--- src/rtl/pbrp_pkg.sv ---
// Shared constants and types for the piece block request picker.
package pbrp_pkg;

	localparam int MAX_PIECES = 1024;
	localparam int BLOCK_SIZE = 16384;

	// Map storage: one RAM row holds WORD_W peer bits and WORD_W have bits.
	localparam int WORD_W    = 32;
	localparam int ROWS      = MAX_PIECES / WORD_W;
	localparam int ROW_W     = $clog2(ROWS);
	localparam int ROW_CNT_W = $clog2(ROWS + 1);
	localparam int BIT_W     = $clog2(WORD_W);
	localparam int RAM_W     = 2 * WORD_W;

	// Field widths.
	localparam int PIDX_W    = 10;
	localparam int OFFS_W    = 24;
	localparam int BLEN_W    = 15;
	localparam int PSIZE_W   = 25;
	localparam int PCOUNT_W  = 11;
	localparam int LIMIT_W   = $clog2(MAX_PIECES + 1);

	// Stream payload widths.
	localparam int S_DATA_W  = 16;
	localparam int M_FIELD_W = PIDX_W + OFFS_W + BLEN_W;
	localparam int M_DATA_W  = ((M_FIELD_W + 7) / 8) * 8;

	// Configuration port.
	localparam int CFG_IDX_W  = 1;
	localparam int CFG_DATA_W = PSIZE_W;
	localparam logic [CFG_IDX_W-1:0] REG_PIECE_SIZE  = 1'd0;
	localparam logic [CFG_IDX_W-1:0] REG_PIECE_COUNT = 1'd1;

	// Input item kinds carried in s_tuser.
	localparam logic OP_LOAD    = 1'b0;
	localparam logic OP_REQUEST = 1'b1;

	// Result of searching one map row.
	typedef struct packed {
		logic             hit;
		logic [BIT_W-1:0] bit_idx;
	} find_res_t;

endpackage

--- src/rtl/pbrp_ram.sv ---
// Generic single-write, single-read RAM with a registered read port.
module pbrp_ram #(
	parameter int WIDTH = 8,
	parameter int DEPTH = 16
) (
	input  logic                     clk,
	input  logic                     we,
	input  logic [$clog2(DEPTH)-1:0] waddr,
	input  logic [WIDTH-1:0]         wdata,
	input  logic [$clog2(DEPTH)-1:0] raddr,
	output logic [WIDTH-1:0]         rdata
);

	logic [WIDTH-1:0] mem_q [DEPTH];

	always_ff @(posedge clk) begin
		if (we) begin
			mem_q[waddr] <= wdata;
		end
		rdata <= mem_q[raddr];
	end

endmodule

--- src/rtl/pbrp_find.sv ---
// Row search unit: lowest wanted piece in one map row, limited by the piece count.
module pbrp_find (
	input  logic [pbrp_pkg::RAM_W-1:0]   word,
	input  logic [pbrp_pkg::ROW_W-1:0]   row,
	input  logic [pbrp_pkg::LIMIT_W-1:0] limit,
	output pbrp_pkg::find_res_t          res
);
	import pbrp_pkg::*;

	localparam int LROW_W = LIMIT_W - BIT_W;

	logic [LROW_W-1:0] lim_row;
	logic [BIT_W-1:0]  lim_bits;
	logic [LROW_W-1:0] row_ext;
	logic [WORD_W-1:0] mask;
	logic [WORD_W-1:0] wanted;

	assign lim_row  = limit[LIMIT_W-1:BIT_W];
	assign lim_bits = limit[BIT_W-1:0];
	assign row_ext  = LROW_W'(row);

	always_comb begin
		if (row_ext < lim_row) begin
			mask = '1;
		end else if (row_ext == lim_row) begin
			mask = ~({WORD_W{1'b1}} << lim_bits);
		end else begin
			mask = '0;
		end
	end

	assign wanted = word[WORD_W-1:0] & ~word[RAM_W-1:WORD_W] & mask;

	// Binary search for the lowest set bit, one halving per step.
	always_comb begin
		logic [WORD_W-1:0] v;
		logic [BIT_W-1:0]  idx;
		v   = wanted;
		idx = '0;
		for (int k = BIT_W - 1; k >= 0; k--) begin
			if ((v & ~({WORD_W{1'b1}} << (1 << k))) == '0) begin
				v      = v >> (1 << k);
				idx[k] = 1'b1;
			end
		end
		res.hit     = (wanted != '0);
		res.bit_idx = idx;
	end

endmodule

--- src/rtl/piece_block_request_picker.sv ---
// Top level of the piece block request picker: sequencer, map RAM and result register.
//
//  Channel  Direction  Ports                                     Moves
//  s_*      in         s_tvalid s_tready s_tdata s_tuser         load or request items
//  m_*      out        m_tvalid m_tready m_tdata m_tuser m_tlast block requests
//  cfg_*    in         cfg_we cfg_index cfg_wdata                piece byte size, piece count
//
// A load transaction goes through accept, row read and row write-back.
// A request for a piece in progress goes through accept and result.
// A request that starts a new piece goes through accept, the scan and result; the
// scan reads up to ceil(piece_count / 32) 32-bit map rows, never more than 32,
// one RAM row per cycle through the row search unit.
// Reset clears both maps at once through per-row valid bits; no clearing pass.
// A result waits in the output register; the result state holds while that register
// is full and m_tready is low; no new transaction is taken until the result is stored.
module piece_block_request_picker (
	input  logic                                clk,
	input  logic                                arst_n,
	input  logic                                s_tvalid,
	output logic                                s_tready,
	// s_tdata fields from bit 0: piece_index[9:0], peer_has[10], zero fill.
	input  logic [pbrp_pkg::S_DATA_W-1:0]       s_tdata,
	// s_tuser fields from bit 0: opcode.
	input  logic                                s_tuser,
	output logic                                m_tvalid,
	input  logic                                m_tready,
	// m_tdata fields from bit 0: req_piece[9:0], begin_offset[33:10],
	// block_length[48:34], zero fill.
	output logic [pbrp_pkg::M_DATA_W-1:0]       m_tdata,
	// m_tuser fields from bit 0: none_found.
	output logic                                m_tuser,
	// m_tlast carries piece_done.
	output logic                                m_tlast,
	input  logic                                cfg_we,
	input  logic [pbrp_pkg::CFG_IDX_W-1:0]      cfg_index,
	input  logic [pbrp_pkg::CFG_DATA_W-1:0]     cfg_wdata
);
	import pbrp_pkg::*;

	localparam logic [2:0] ST_IDLE  = 3'd0;
	localparam logic [2:0] ST_LD_RD = 3'd1;
	localparam logic [2:0] ST_LD_WR = 3'd2;
	localparam logic [2:0] ST_SCAN  = 3'd3;
	localparam logic [2:0] ST_EMIT  = 3'd4;

	logic [2:0]            state_q;

	// Configuration registers.
	logic [PSIZE_W-1:0]    piece_bytes_q;
	logic [PCOUNT_W-1:0]   piece_count_q;

	// Captured load item.
	logic [PIDX_W-1:0]     ld_idx_q;
	logic                  ld_has_q;

	// Piece progress.
	logic                  in_progress_q;
	logic [PIDX_W-1:0]     cur_piece_q;
	logic [PSIZE_W-1:0]    offset_q;
	logic                  none_q;

	// Scan sequencer.
	logic [ROW_CNT_W-1:0]  iss_row_q;
	logic [ROW_W-1:0]      chk_row_q;
	logic                  chk_valid_q;
	logic [ROWS-1:0]       row_valid_q;
	logic                  rvalid_s1;

	// Result register.
	logic                  m_tvalid_q;
	logic [M_DATA_W-1:0]   m_tdata_q;
	logic                  m_tuser_q;
	logic                  m_tlast_q;

	// RAM port signals.
	logic                  ram_we;
	logic [ROW_W-1:0]      ram_waddr;
	logic [RAM_W-1:0]      ram_wdata;
	logic [ROW_W-1:0]      ram_raddr;
	logic [RAM_W-1:0]      ram_rdata;
	logic [RAM_W-1:0]      row_word;

	logic [LIMIT_W-1:0]    limit;
	logic [LIMIT_W:0]      limit_rnd;
	logic [ROW_CNT_W-1:0]  n_rows;
	find_res_t             find_res;
	logic                  scan_hit;
	logic                  s_acc;
	logic                  out_free;
	logic [PSIZE_W:0]      next_off;
	logic                  done;
	logic [WORD_W-1:0]     ld_onehot;
	logic [WORD_W-1:0]     pick_onehot;

	assign s_tready = (state_q == ST_IDLE);
	assign s_acc    = s_tvalid && s_tready;
	assign out_free = !m_tvalid_q || m_tready;

	// The scan stops at piece_count, saturated at the map size.
	assign limit = (piece_count_q > PCOUNT_W'(MAX_PIECES)) ?
		LIMIT_W'(MAX_PIECES) : LIMIT_W'(piece_count_q);
	assign limit_rnd = {1'b0, limit} + (LIMIT_W + 1)'(WORD_W - 1);
	assign n_rows    = ROW_CNT_W'(limit_rnd >> BIT_W);

	// A row that was never written since reset reads as all zero.
	assign row_word = rvalid_s1 ? ram_rdata : '0;

	pbrp_find u_find (
		.word  (row_word),
		.row   (chk_row_q),
		.limit (limit),
		.res   (find_res)
	);

	assign scan_hit = (state_q == ST_SCAN) && chk_valid_q && find_res.hit;

	assign ld_onehot   = WORD_W'(1) << ld_idx_q[BIT_W-1:0];
	assign pick_onehot = WORD_W'(1) << find_res.bit_idx;

	always_comb begin
		ram_we    = 1'b0;
		ram_waddr = chk_row_q;
		ram_wdata = {row_word[RAM_W-1:WORD_W] | pick_onehot, row_word[WORD_W-1:0]};
		ram_raddr = iss_row_q[ROW_W-1:0];
		if (state_q == ST_LD_RD || state_q == ST_LD_WR) begin
			ram_raddr = ld_idx_q[PIDX_W-1:BIT_W];
		end
		if (state_q == ST_LD_WR) begin
			ram_we    = ({1'b0, ld_idx_q} < (PIDX_W + 1)'(MAX_PIECES));
			ram_waddr = ld_idx_q[PIDX_W-1:BIT_W];
			ram_wdata = {row_word[RAM_W-1:WORD_W],
				ld_has_q ? (row_word[WORD_W-1:0] | ld_onehot) :
				           (row_word[WORD_W-1:0] & ~ld_onehot)};
		end else if (scan_hit) begin
			ram_we = 1'b1;
		end
	end

	pbrp_ram #(
		.WIDTH (RAM_W),
		.DEPTH (ROWS)
	) u_map_ram (
		.clk   (clk),
		.we    (ram_we),
		.waddr (ram_waddr),
		.wdata (ram_wdata),
		.raddr (ram_raddr),
		.rdata (ram_rdata)
	);

	// Offset after this block and the end-of-piece test.
	assign next_off = {1'b0, offset_q} + (PSIZE_W + 1)'(BLOCK_SIZE);
	assign done     = (next_off >= {1'b0, piece_bytes_q});

	always_ff @(posedge clk or negedge arst_n) begin
		if (!arst_n) begin
			state_q       <= ST_IDLE;
			piece_bytes_q <= PSIZE_W'(262144);
			piece_count_q <= PCOUNT_W'(1024);
			in_progress_q <= 1'b0;
			cur_piece_q   <= '0;
			offset_q      <= '0;
			none_q        <= 1'b0;
			iss_row_q     <= '0;
			chk_row_q     <= '0;
			chk_valid_q   <= 1'b0;
			row_valid_q   <= '0;
			rvalid_s1     <= 1'b0;
			m_tvalid_q    <= 1'b0;
		end else begin
			rvalid_s1 <= row_valid_q[ram_raddr];
			if (ram_we) begin
				row_valid_q[ram_waddr] <= 1'b1;
			end
			if (cfg_we) begin
				unique case (cfg_index)
					REG_PIECE_SIZE:  piece_bytes_q <= cfg_wdata[PSIZE_W-1:0];
					REG_PIECE_COUNT: piece_count_q <= cfg_wdata[PCOUNT_W-1:0];
					default: ;
				endcase
			end
			// In the result state a taken result is replaced by the new one below.
			if (m_tvalid_q && m_tready && state_q != ST_EMIT) begin
				m_tvalid_q <= 1'b0;
			end

			unique case (state_q)
				ST_IDLE: begin
					if (s_acc) begin
						if (s_tuser == OP_LOAD) begin
							state_q <= ST_LD_RD;
						end else if (in_progress_q) begin
							none_q  <= 1'b0;
							state_q <= ST_EMIT;
						end else begin
							none_q      <= 1'b0;
							iss_row_q   <= '0;
							chk_valid_q <= 1'b0;
							state_q     <= ST_SCAN;
						end
					end
				end
				ST_LD_RD: begin
					state_q <= ST_LD_WR;
				end
				ST_LD_WR: begin
					state_q <= ST_IDLE;
				end
				ST_SCAN: begin
					if (scan_hit) begin
						cur_piece_q   <= PIDX_W'({chk_row_q, find_res.bit_idx});
						offset_q      <= '0;
						in_progress_q <= 1'b1;
						state_q       <= ST_EMIT;
					end else if (iss_row_q < n_rows) begin
						chk_row_q   <= iss_row_q[ROW_W-1:0];
						chk_valid_q <= 1'b1;
						iss_row_q   <= iss_row_q + ROW_CNT_W'(1);
					end else begin
						none_q  <= 1'b1;
						state_q <= ST_EMIT;
					end
				end
				ST_EMIT: begin
					if (out_free) begin
						m_tvalid_q <= 1'b1;
						if (!none_q) begin
							if (done) begin
								in_progress_q <= 1'b0;
								offset_q      <= '0;
							end else begin
								offset_q <= next_off[PSIZE_W-1:0];
							end
						end
						state_q <= ST_IDLE;
					end
				end
				default: begin
					state_q <= ST_IDLE;
				end
			endcase
		end
	end

	// Captured load item and result payload; no reset needed.
	always_ff @(posedge clk) begin
		if (state_q == ST_IDLE && s_acc && s_tuser == OP_LOAD) begin
			ld_idx_q <= s_tdata[PIDX_W-1:0];
			ld_has_q <= s_tdata[PIDX_W];
		end
		if (state_q == ST_EMIT && out_free) begin
			if (none_q) begin
				m_tdata_q <= '0;
				m_tuser_q <= 1'b1;
				m_tlast_q <= 1'b0;
			end else begin
				m_tdata_q <= {(M_DATA_W - M_FIELD_W)'(0), BLEN_W'(BLOCK_SIZE),
					offset_q[OFFS_W-1:0], cur_piece_q};
				m_tuser_q <= 1'b0;
				m_tlast_q <= done;
			end
		end
	end

	assign m_tvalid = m_tvalid_q;
	assign m_tdata  = m_tdata_q;
	assign m_tuser  = m_tuser_q;
	assign m_tlast  = m_tlast_q;

endmodule

--- config.mk ---
export PLATFORM = sky130hd
export DESIGN_NAME = piece_block_request_picker
export DESIGN_NICKNAME = d
export VERILOG_FILES = /design/src/rtl/pbrp_pkg.sv /design/src/rtl/pbrp_ram.sv /design/src/rtl/pbrp_find.sv /design/src/rtl/piece_block_request_picker.sv
export SDC_FILE = /design/constraint.sdc
export NUM_CORES = 2
export LEC_CHECK = 0
export BUFFER_PORTS_ARGS = -buffer_cell sky130_fd_sc_hd__buf_4
export CAP_MARGIN = 20
export CORE_MARGIN = 2
export CORE_UTILIZATION = 55
export CTS_BUF_LIST = sky130_fd_sc_hd__clkbuf_8
export DETAILED_ROUTE_END_ITERATION = 7
export GPL_TIMING_DRIVEN = 0
export PLACE_DENSITY_LB_ADDON = 0.25
export SYNTH_ARGS = -nofsm -noshare
export SYNTH_HDL_FRONTEND = slang
export SYNTH_SLANG_ARGS = --single-unit
--- constraint.sdc ---
create_clock -name clk -period 9.8 [get_ports clk]
set_input_delay 0.49 -clock clk [delete_from_list [all_inputs] [get_ports clk]]
set_output_delay 0.49 -clock clk [all_outputs]
set_load 0.02 [all_outputs]
### Word level (Yosys, flattened, before mapping)

Memory sizes are Yosys's and may differ from the RTL's. A register that Yosys moved wholly into a read port is not among the register bits.
Cells that the tools add are included.

| storage, ports and cells | value |
|---|---|
| RAM bits | 2,048 |
| input bits | 48 |
| memories | 1 |
| register bits after elaboration | 191 |

Memories:

| name | depth | width | rd ports | clocked after memory_dff | write ports | line | RTL |
|---|---|---|---|---|---|---|---|
| u_map_ram.mem_q | 32 | 64 | 1 | 1 | 1 | pbrp_ram.sv:14 | `logic [WIDTH-1:0] mem_q [DEPTH];` |

| cells by class | value |
|---|---|
| reduce and logical (&&, ||, !) cells | 30 |
| add/subtract/negate cells | 3 |
| equality and inequality tests | 17 |
| shifts and indexed selects | 3 |
| magnitude comparators | 7 |
| mux-type cells | 64 |
| bitwise logic cells | 12 |

Operators with widths:

| kind | count |
|---|---|
| $logic_not A32 Y1 | 5 |
| $mux W64 | 2 |
| $mux W25 | 4 |
| $and A32 B32 Y32 | 3 |
| $mux W32 | 3 |
| $not A32 Y32 | 3 |
| $or A32 B32 Y32 | 3 |
| $shl A1 B5 Y32 const A | 2 |
| $pmux W25 S2 | 1 |
| $mux W49 | 1 |
| $reduce_bool A32 Y1 | 1 |
| $shl A32 B5 Y32 const A | 1 |
| $mux W6 | 5 |
| $mux W1 | 29 |
| $add A25 B15 Y26 const B | 1 |
| $ge A26 B25 Y1 | 1 |
| $mux W3 | 7 |
| $mux W15 | 1 |
| $ne A2 B2 Y1 const B | 7 |
| $lt A5 B6 Y1 const B | 2 |
| $pmux W3 S4 | 1 |
| $pmux W6 S2 | 1 |
| $add A11 B5 Y11 const B | 1 |
| $gt A11 B11 Y1 const B | 1 |
| other kinds (27) | 50 |

### Longest topological paths before layout

| logic depth | value |
|---|---|
| depth after elaboration | 20 |
| gate-level depth with buffers | 17 |
| mapped depth without buffers | 14 |

### Cells and area by module

A second synthesis with hierarchy kept.

| second synthesis, totals | value |
|---|---|
| cell total of the unflattened synthesis | 4,148 |
| area, all modules | 88,645.0 sq um |

By module, submodules not included:

| module | cells an instance | instances | area an instance (sq um) | sequential area each (sq um) |
|---|---|---|---|---|
| pbrp_ram | 3,096 | 1 | 78,964.5 | 62,780.2 |
| piece_block_request_picker | 841 | 1 | 8,336.7 | 3,726.1 |
| pbrp_find | 211 | 1 | 1,343.8 | 0.0 |

### Worst setup path after synthesis

OpenSTA, ideal clock, no wires.

| path | value |
|---|---|
| path type | reg-to-reg |
| from | reg piece_count_q[10] |
| to | mem u_map_ram.mem_q[10][0] in the netlist's numbering (enable) |
| cell stages (with the launch flop) | 16 |
| path slack | 3.032 ns |
| setup time | 0.487 ns |
| clock period less this slack | 6.768 ns |
| buffers on the path | 3 |
| arrival time | 6.281 ns |
| cell sequence | dfstp_2 -> clkbuf_1 -> clkbuf_1 -> nand2b_1 -> ha_1 -> nand4_2 -> nor4b_1 -> nand2_1 -> a211oi_1 -> nand4bb_1 -> nor3_1 -> a21oi_1 -> o2bb2ai_1 -> nand2b_1 -> clkbuf_1 -> nor2_1 |

| between the ends | value |
|---|---|
| longest elaborated chain between the ends | 13 |
| elaborated cells between the ends (all ways) | 15 |
| those cells by class | order compare: 2; eq/ne: 1; shift: 1; mux: 7; bitwise: 2; reduce/logical: 2 |

RTL lines:

| what | line | RTL |
|---|---|---|
| start: declaration | piece_block_request_picker.sv:50 | `logic [PCOUNT_W-1:0] piece_count_q;` |
| start signal: assignment | piece_block_request_picker.sv:178 | `REG_PIECE_COUNT: piece_count_q <= cfg_wdata[PCOUNT_W-1:0];` |
| $gt A11 B11 Y1 | piece_block_request_picker.sv:100 | `assign limit = (piece_count_q > PCOUNT_W'(MAX_PIECES)) ?` |
| $mux W11 * | piece_block_request_picker.sv:100 |  |
| $shl A32 B5 Y32 | pbrp_find.sv:26 | `mask = ~({WORD_W{1'b1}} << lim_bits);` |
| $not A32 Y32 | pbrp_find.sv:26 |  |
| $mux W32 | pbrp_find.sv:25 | `end else if (row_ext == lim_row) begin` |
| $mux W32 * | pbrp_find.sv:23 | `if (row_ext < lim_row) begin` |
| $and A32 B32 Y32 * | pbrp_find.sv:32 | `assign wanted = word[WORD_W-1:0] & ~word[RAM_W-1:WORD_W] & mask;` |
| $reduce_bool A32 Y1 * | pbrp_find.sv:46 | `res.hit = (wanted != '0);` |
| $logic_and A1 B1 Y1 * | piece_block_request_picker.sv:115 | `assign scan_hit = (state_q == ST_SCAN) && chk_valid_q && find_res.hit;` |
| $mux W1 * | piece_block_request_picker.sv:134 | `end else if (scan_hit) begin` |
| $mux W1 * | piece_block_request_picker.sv:128 | `if (state_q == ST_LD_WR) begin` |
| $mux W1 * | pbrp_ram.sv:17 | `if (we) begin` |
| $mux W1 (not written as such) * | pbrp_ram.sv:18 | `mem_q[waddr] <= wdata;` |
| end: declaration | pbrp_ram.sv:14 |  |

Mark *: on every way between the ends. The rest lies on a longest branch, timed or not.

### Final worst setup path

| path | value |
|---|---|
| from | reg piece_count_q[10] |
| to | mem u_map_ram.mem_q[10][11] in the netlist's numbering (enable) |

The elaborated chain is that of the path after synthesis.

==> impl_metrics.json <==
{
  "p_sw_share_pct": 37.4,
  "worstPathCellList": "clkbuf_1, clkbuf_1, nand2b_1, ha_1, a41oi_1, nor2_1, nor2_1, o21ai_0, o2111ai_1, nor3_1, a21oi_1, o2bb2ai_1, nand2b_1, clkbuf_1, nor2_4, buf_16, buf_12",
  "crit_path_max_incr_delay_ns": 0.78,
  "crit_cells": 17,
  "synthFlopType": "edfxtp_1",
  "n_fill_cell": 10800,
  "setup_viol": 0,
  "clkPwrFrac_pct": 21.4,
  "endpoint_kind": "register",
  "r2r_end": "u_map_ram.mem_q[10][11]",
  "timing.final.crit_period_ns": 7.18,
  "syn-instance-count": 4893,
  "power.switching_w": 0.0131,
  "hold_viol": 0,
  "area_delta_synth_final_pct": 15.9,
  "clock_skew_ns": 0.0930,
  "final.setup.tns_ns": 0,
  "clk_latency_ns": 1.09,
  "fin_area_sq_mm": 0.103,
  "cts_root_buf": "clkbuf_8",
  "core-area_sq_mm": 0.160,
  "cpMaxStageDelayCell": "nor2_1",
  "multiInputGateArea_sq_mm": 0.0215,
  "cp-start-kind": "register",
  "cts.path.max_buffers": 4,
  "cts_tree": "built",
  "critPathRequiredTime_ns": 10.57,
  "h-tree-depth": 5,
  "grt_setup_unrepaired": "no",
  "peakVddDrop_mv": 0.229,
  "combPwrFrac_pct": 40.8,
  "ys_seq_area_share_pct": 75.0,
  "io_pins": 108,
  "die-height_um": 406,
  "status": "finished clean",
  "place_area_sq_mm": 0.0954,
  "hpwl_mm": 159,
  "initial_utilization_pct": 55.3,
  "vias": 49700,
  "path_delay_family": "simple AND/OR/NAND/NOR gates",
  "arrival_ns": 7.94,
  "syn_avg_cell_area_sq_um": 18.1,
  "power_leakage_nw": 35.4,
  "cts_resized": 0,
  "r2r_cells": 17,
  "grt_pass1_vias": 49400,
  "drv_cap": 0,
  "antenna_found_initial": 13,
  "drive_gt1_share_pct": 23.9,
  "p_seq_share_pct": 37.8,
  "synth_top_cell_area_share_pct": 70.5,
  "synth_edf_count": 2082,
  "remaining_drc_errors": 0,
  "firstDrtPassIters": 7,
  "wirelength_mm": 233,
  "fp-row-count": 147,
  "gr-usage-all-layers_pct": 28.7,
  "clock.fmax_mhz": 139,
  "synthArstFlopShare_pct": 4.79,
  "r2r_start": "piece_count_q[10]",
  "seqCellArea_sq_mm": 0.0665,
  "synth_cell_types": 85,
  "port_buffers": 67,
  "grt.overflow.total": 0,
  "yosys_warnings": 0,
  "post_drt_wl_per_cell_um": 29.1,
  "cpMostUsedCell": "clkbuf_1",
  "final_antenna_net_count": 0,
  "synth_top_area_cell": "edfxtp_1",
  "crit_type": "reg -> reg",
  "crit_buf_inv": 5,
  "fin_nets": 5646,
  "fp.dieW_um": 406,
  "slew_headroom_pct": 20.2,
  "ys_ff_latch": 2254,
  "numCtsBuffers": 363,
  "grt_max_degree": 64,
  "cts_sinks": 2254,
  "path_clk_slew_ns": 0.06,
  "p_per_area_mw_per_mm2": 342,
  "gp_congestion": 0.951,
  "vias_per_cell": 6.21,
  "finalPower_w": 0.0351,
  "crit_path_max_fanout": 18,
  "synth.cell_area_sq_mm": 0.0887,
  "grt_first_pass_wirelength_mm": 337,
  "reg2reg_slack_ns": 2.62,
  "internal_power_w": 0.0220,
  "synth.area.top_cells": "edfxtp_1 (70%), mux4_2 (13%), nand2_1 (3.1%)",
  "drt_iter0_drc": 6843,
  "die_area_sq_mm": 0.165,
  "worstMarginPinSlew_ns": 1.20,
  "hp-class": "in -> async",
  "fin_crit_sh_pct": 73.2,
  "drv_slew": 0
}
[logic make-up after synthesis]
logic type	count (synthesis)	share of synthesized area (%)
XOR/XNOR	16	0.158
other	1	0.00423
AND/OR/NAND/NOR	1350	6.69
flip-flops	2254	75.0
adder cells (fa/ha/maj)	22	0.310
AO/OA/AOI/OAI	347	2.49
buffers and inverters	335	1.58
multiplexers	568	13.8
[metal layers]
| metal | track usage, % | vias up | wire [um] |
|---|---|---|---|
| met2 | 43.8 | 2847 | 108000 |
| met5 | 0 | - | 21 |
| met1 | 40.8 | 25600 | 92200 |
| met4 | 11.5 | 4 | 9430 |
| met3 | 6.37 | 469 | 23900 |
| li1 | - | 20800 | - |
[power groups by stage]
stage          Sequential [W]  Combinational, W  Clock [W]
6_report               0.0133            0.0143    0.00751
5_1_grt                0.0133            0.0152    0.00801
4_1_cts                0.0133            0.0140    0.00760
3_5_place_dp           0.0135            0.0140          0
3_3_place_gp           0.0138            0.0127          0
2_1_floorplan          0.0134           0.00825          0
[what timing repair did]
item / 4_1_cts / 5_1_grt
endpoints found under the hold margin: 126 / 0
setup buffers: 0 / 0
setup endpoints to repair: 0 / 0
hold buffers: 43 / 0
[Yosys cell counts (all sizes together) (6+ instances only)]
cell type,n
nor2b,24
nand3b,6
buf,114
dfrtp,106
ha,22
o22ai,8
mux2i,15
o21a,9
or3,10
inv,31
clkbuf,189
nand2,735
mux2,33
nor4,7
o21ai,170
a21oi,22
a31oi,14
nand4,6
a22o,6
dfxtp,64
and2,8
nor3,23
xor2,9
nand2b,22
and3,7
a211oi,11
nor2,107
a21o,8
o31ai,15
nand3,366
or2,8
o21bai,34
mux4,520
o32ai,6
xnor2,7
edfxtp,2082
[stage by stage]
| stage | instances | hold slack, ns | setup slack (ns) | util [%] |
|---|---|---|---|---|
| after floorplan | 4927 | 0.194 | 3.03 | - |
| after global placement | 7154 | 0.453 | -2.63 | 57.4 |
| after detailed placement | 7306 | 0.457 | 2.54 | 59.5 |
| after CTS | 7985 | 0.0235 | 2.39 | 63.9 |
| after global routing | 8009 | 0.0464 | 2.40 | 64.1 |
| final | 8010 | 0.0808 | 2.62 | 64.1 |
[sequential cells by signal, summed over array words and instances, names as in the netlist]
signal           cells
row_valid_q         32
state_q              3
chk_row_q            5
none_q               1
chk_valid_q          1
offset_q            11
m_tvalid             1
u_map_ram.mem_q   2048
ld_idx_q            10
piece_count_q       11
in_progress_q        1
m_tlast              1
m_tuser              1
iss_row_q            6
u_map_ram.rdata     64
cur_piece_q         10
rvalid_s1            1
m_tdata             21
ld_has_q             1
piece_bytes_q       25
[worst max path at each step]
stage	slack, ns	end	start
floorplan	3.03	u_map_ram.mem_q[10][0]	piece_count_q[10]
global placement	-2.63	u_map_ram.mem_q[12][31]	piece_count_q[10]
detailed placement	2.54	u_map_ram.mem_q[16][47]	piece_count_q[10]
CTS	2.39	u_map_ram.mem_q[20][47]	piece_count_q[10]
global route	2.40	u_map_ram.mem_q[10][11]	piece_count_q[10]
finish	2.62	u_map_ram.mem_q[10][11]	piece_count_q[10]
[placed cells by master (no fill, tap or decap), types with 16 or more instances in the layout]
master         count
edfxtp_1        2082
nand2_1          734
mux4_2           520
clkbuf_8         394
nand3_1          366
clkbuf_1         177
inv_1            170
o21ai_0          122
dfrtp_1          106
buf_4            103
buf_8             79
nor2_1            74
buf_1             71
buf_12            68
dfxtp_1           64
clkinv_1          61
o21ai_2           47
dlygate4sd3_1     43
conb_1            35
o21bai_1          34
mux2_2            33
nor2_4            32
clkinv_2          31
nor2b_1           24
nor3_1            22
nand2b_1          22
a21oi_1           22
ha_1              22
buf_16            16
[area by class of cell]
| class | instances | share of cell area (%) |
|---|---|---|
| diodes | 3 | 0.00730 |
| plain buffers | 303 | 1.26 |
| clock buffers | 394 | 5.28 |
| clock inverters | 242 | 1.16 |
| inverters | 32 | 0.117 |
| multi-input cells | 2338 | 20.9 |
| flip-flops and latches | 2254 | 64.7 |
| well taps | 2160 | 2.63 |
| repair buffers | 284 | 3.94 |
(Power assumes the default switching activity.)
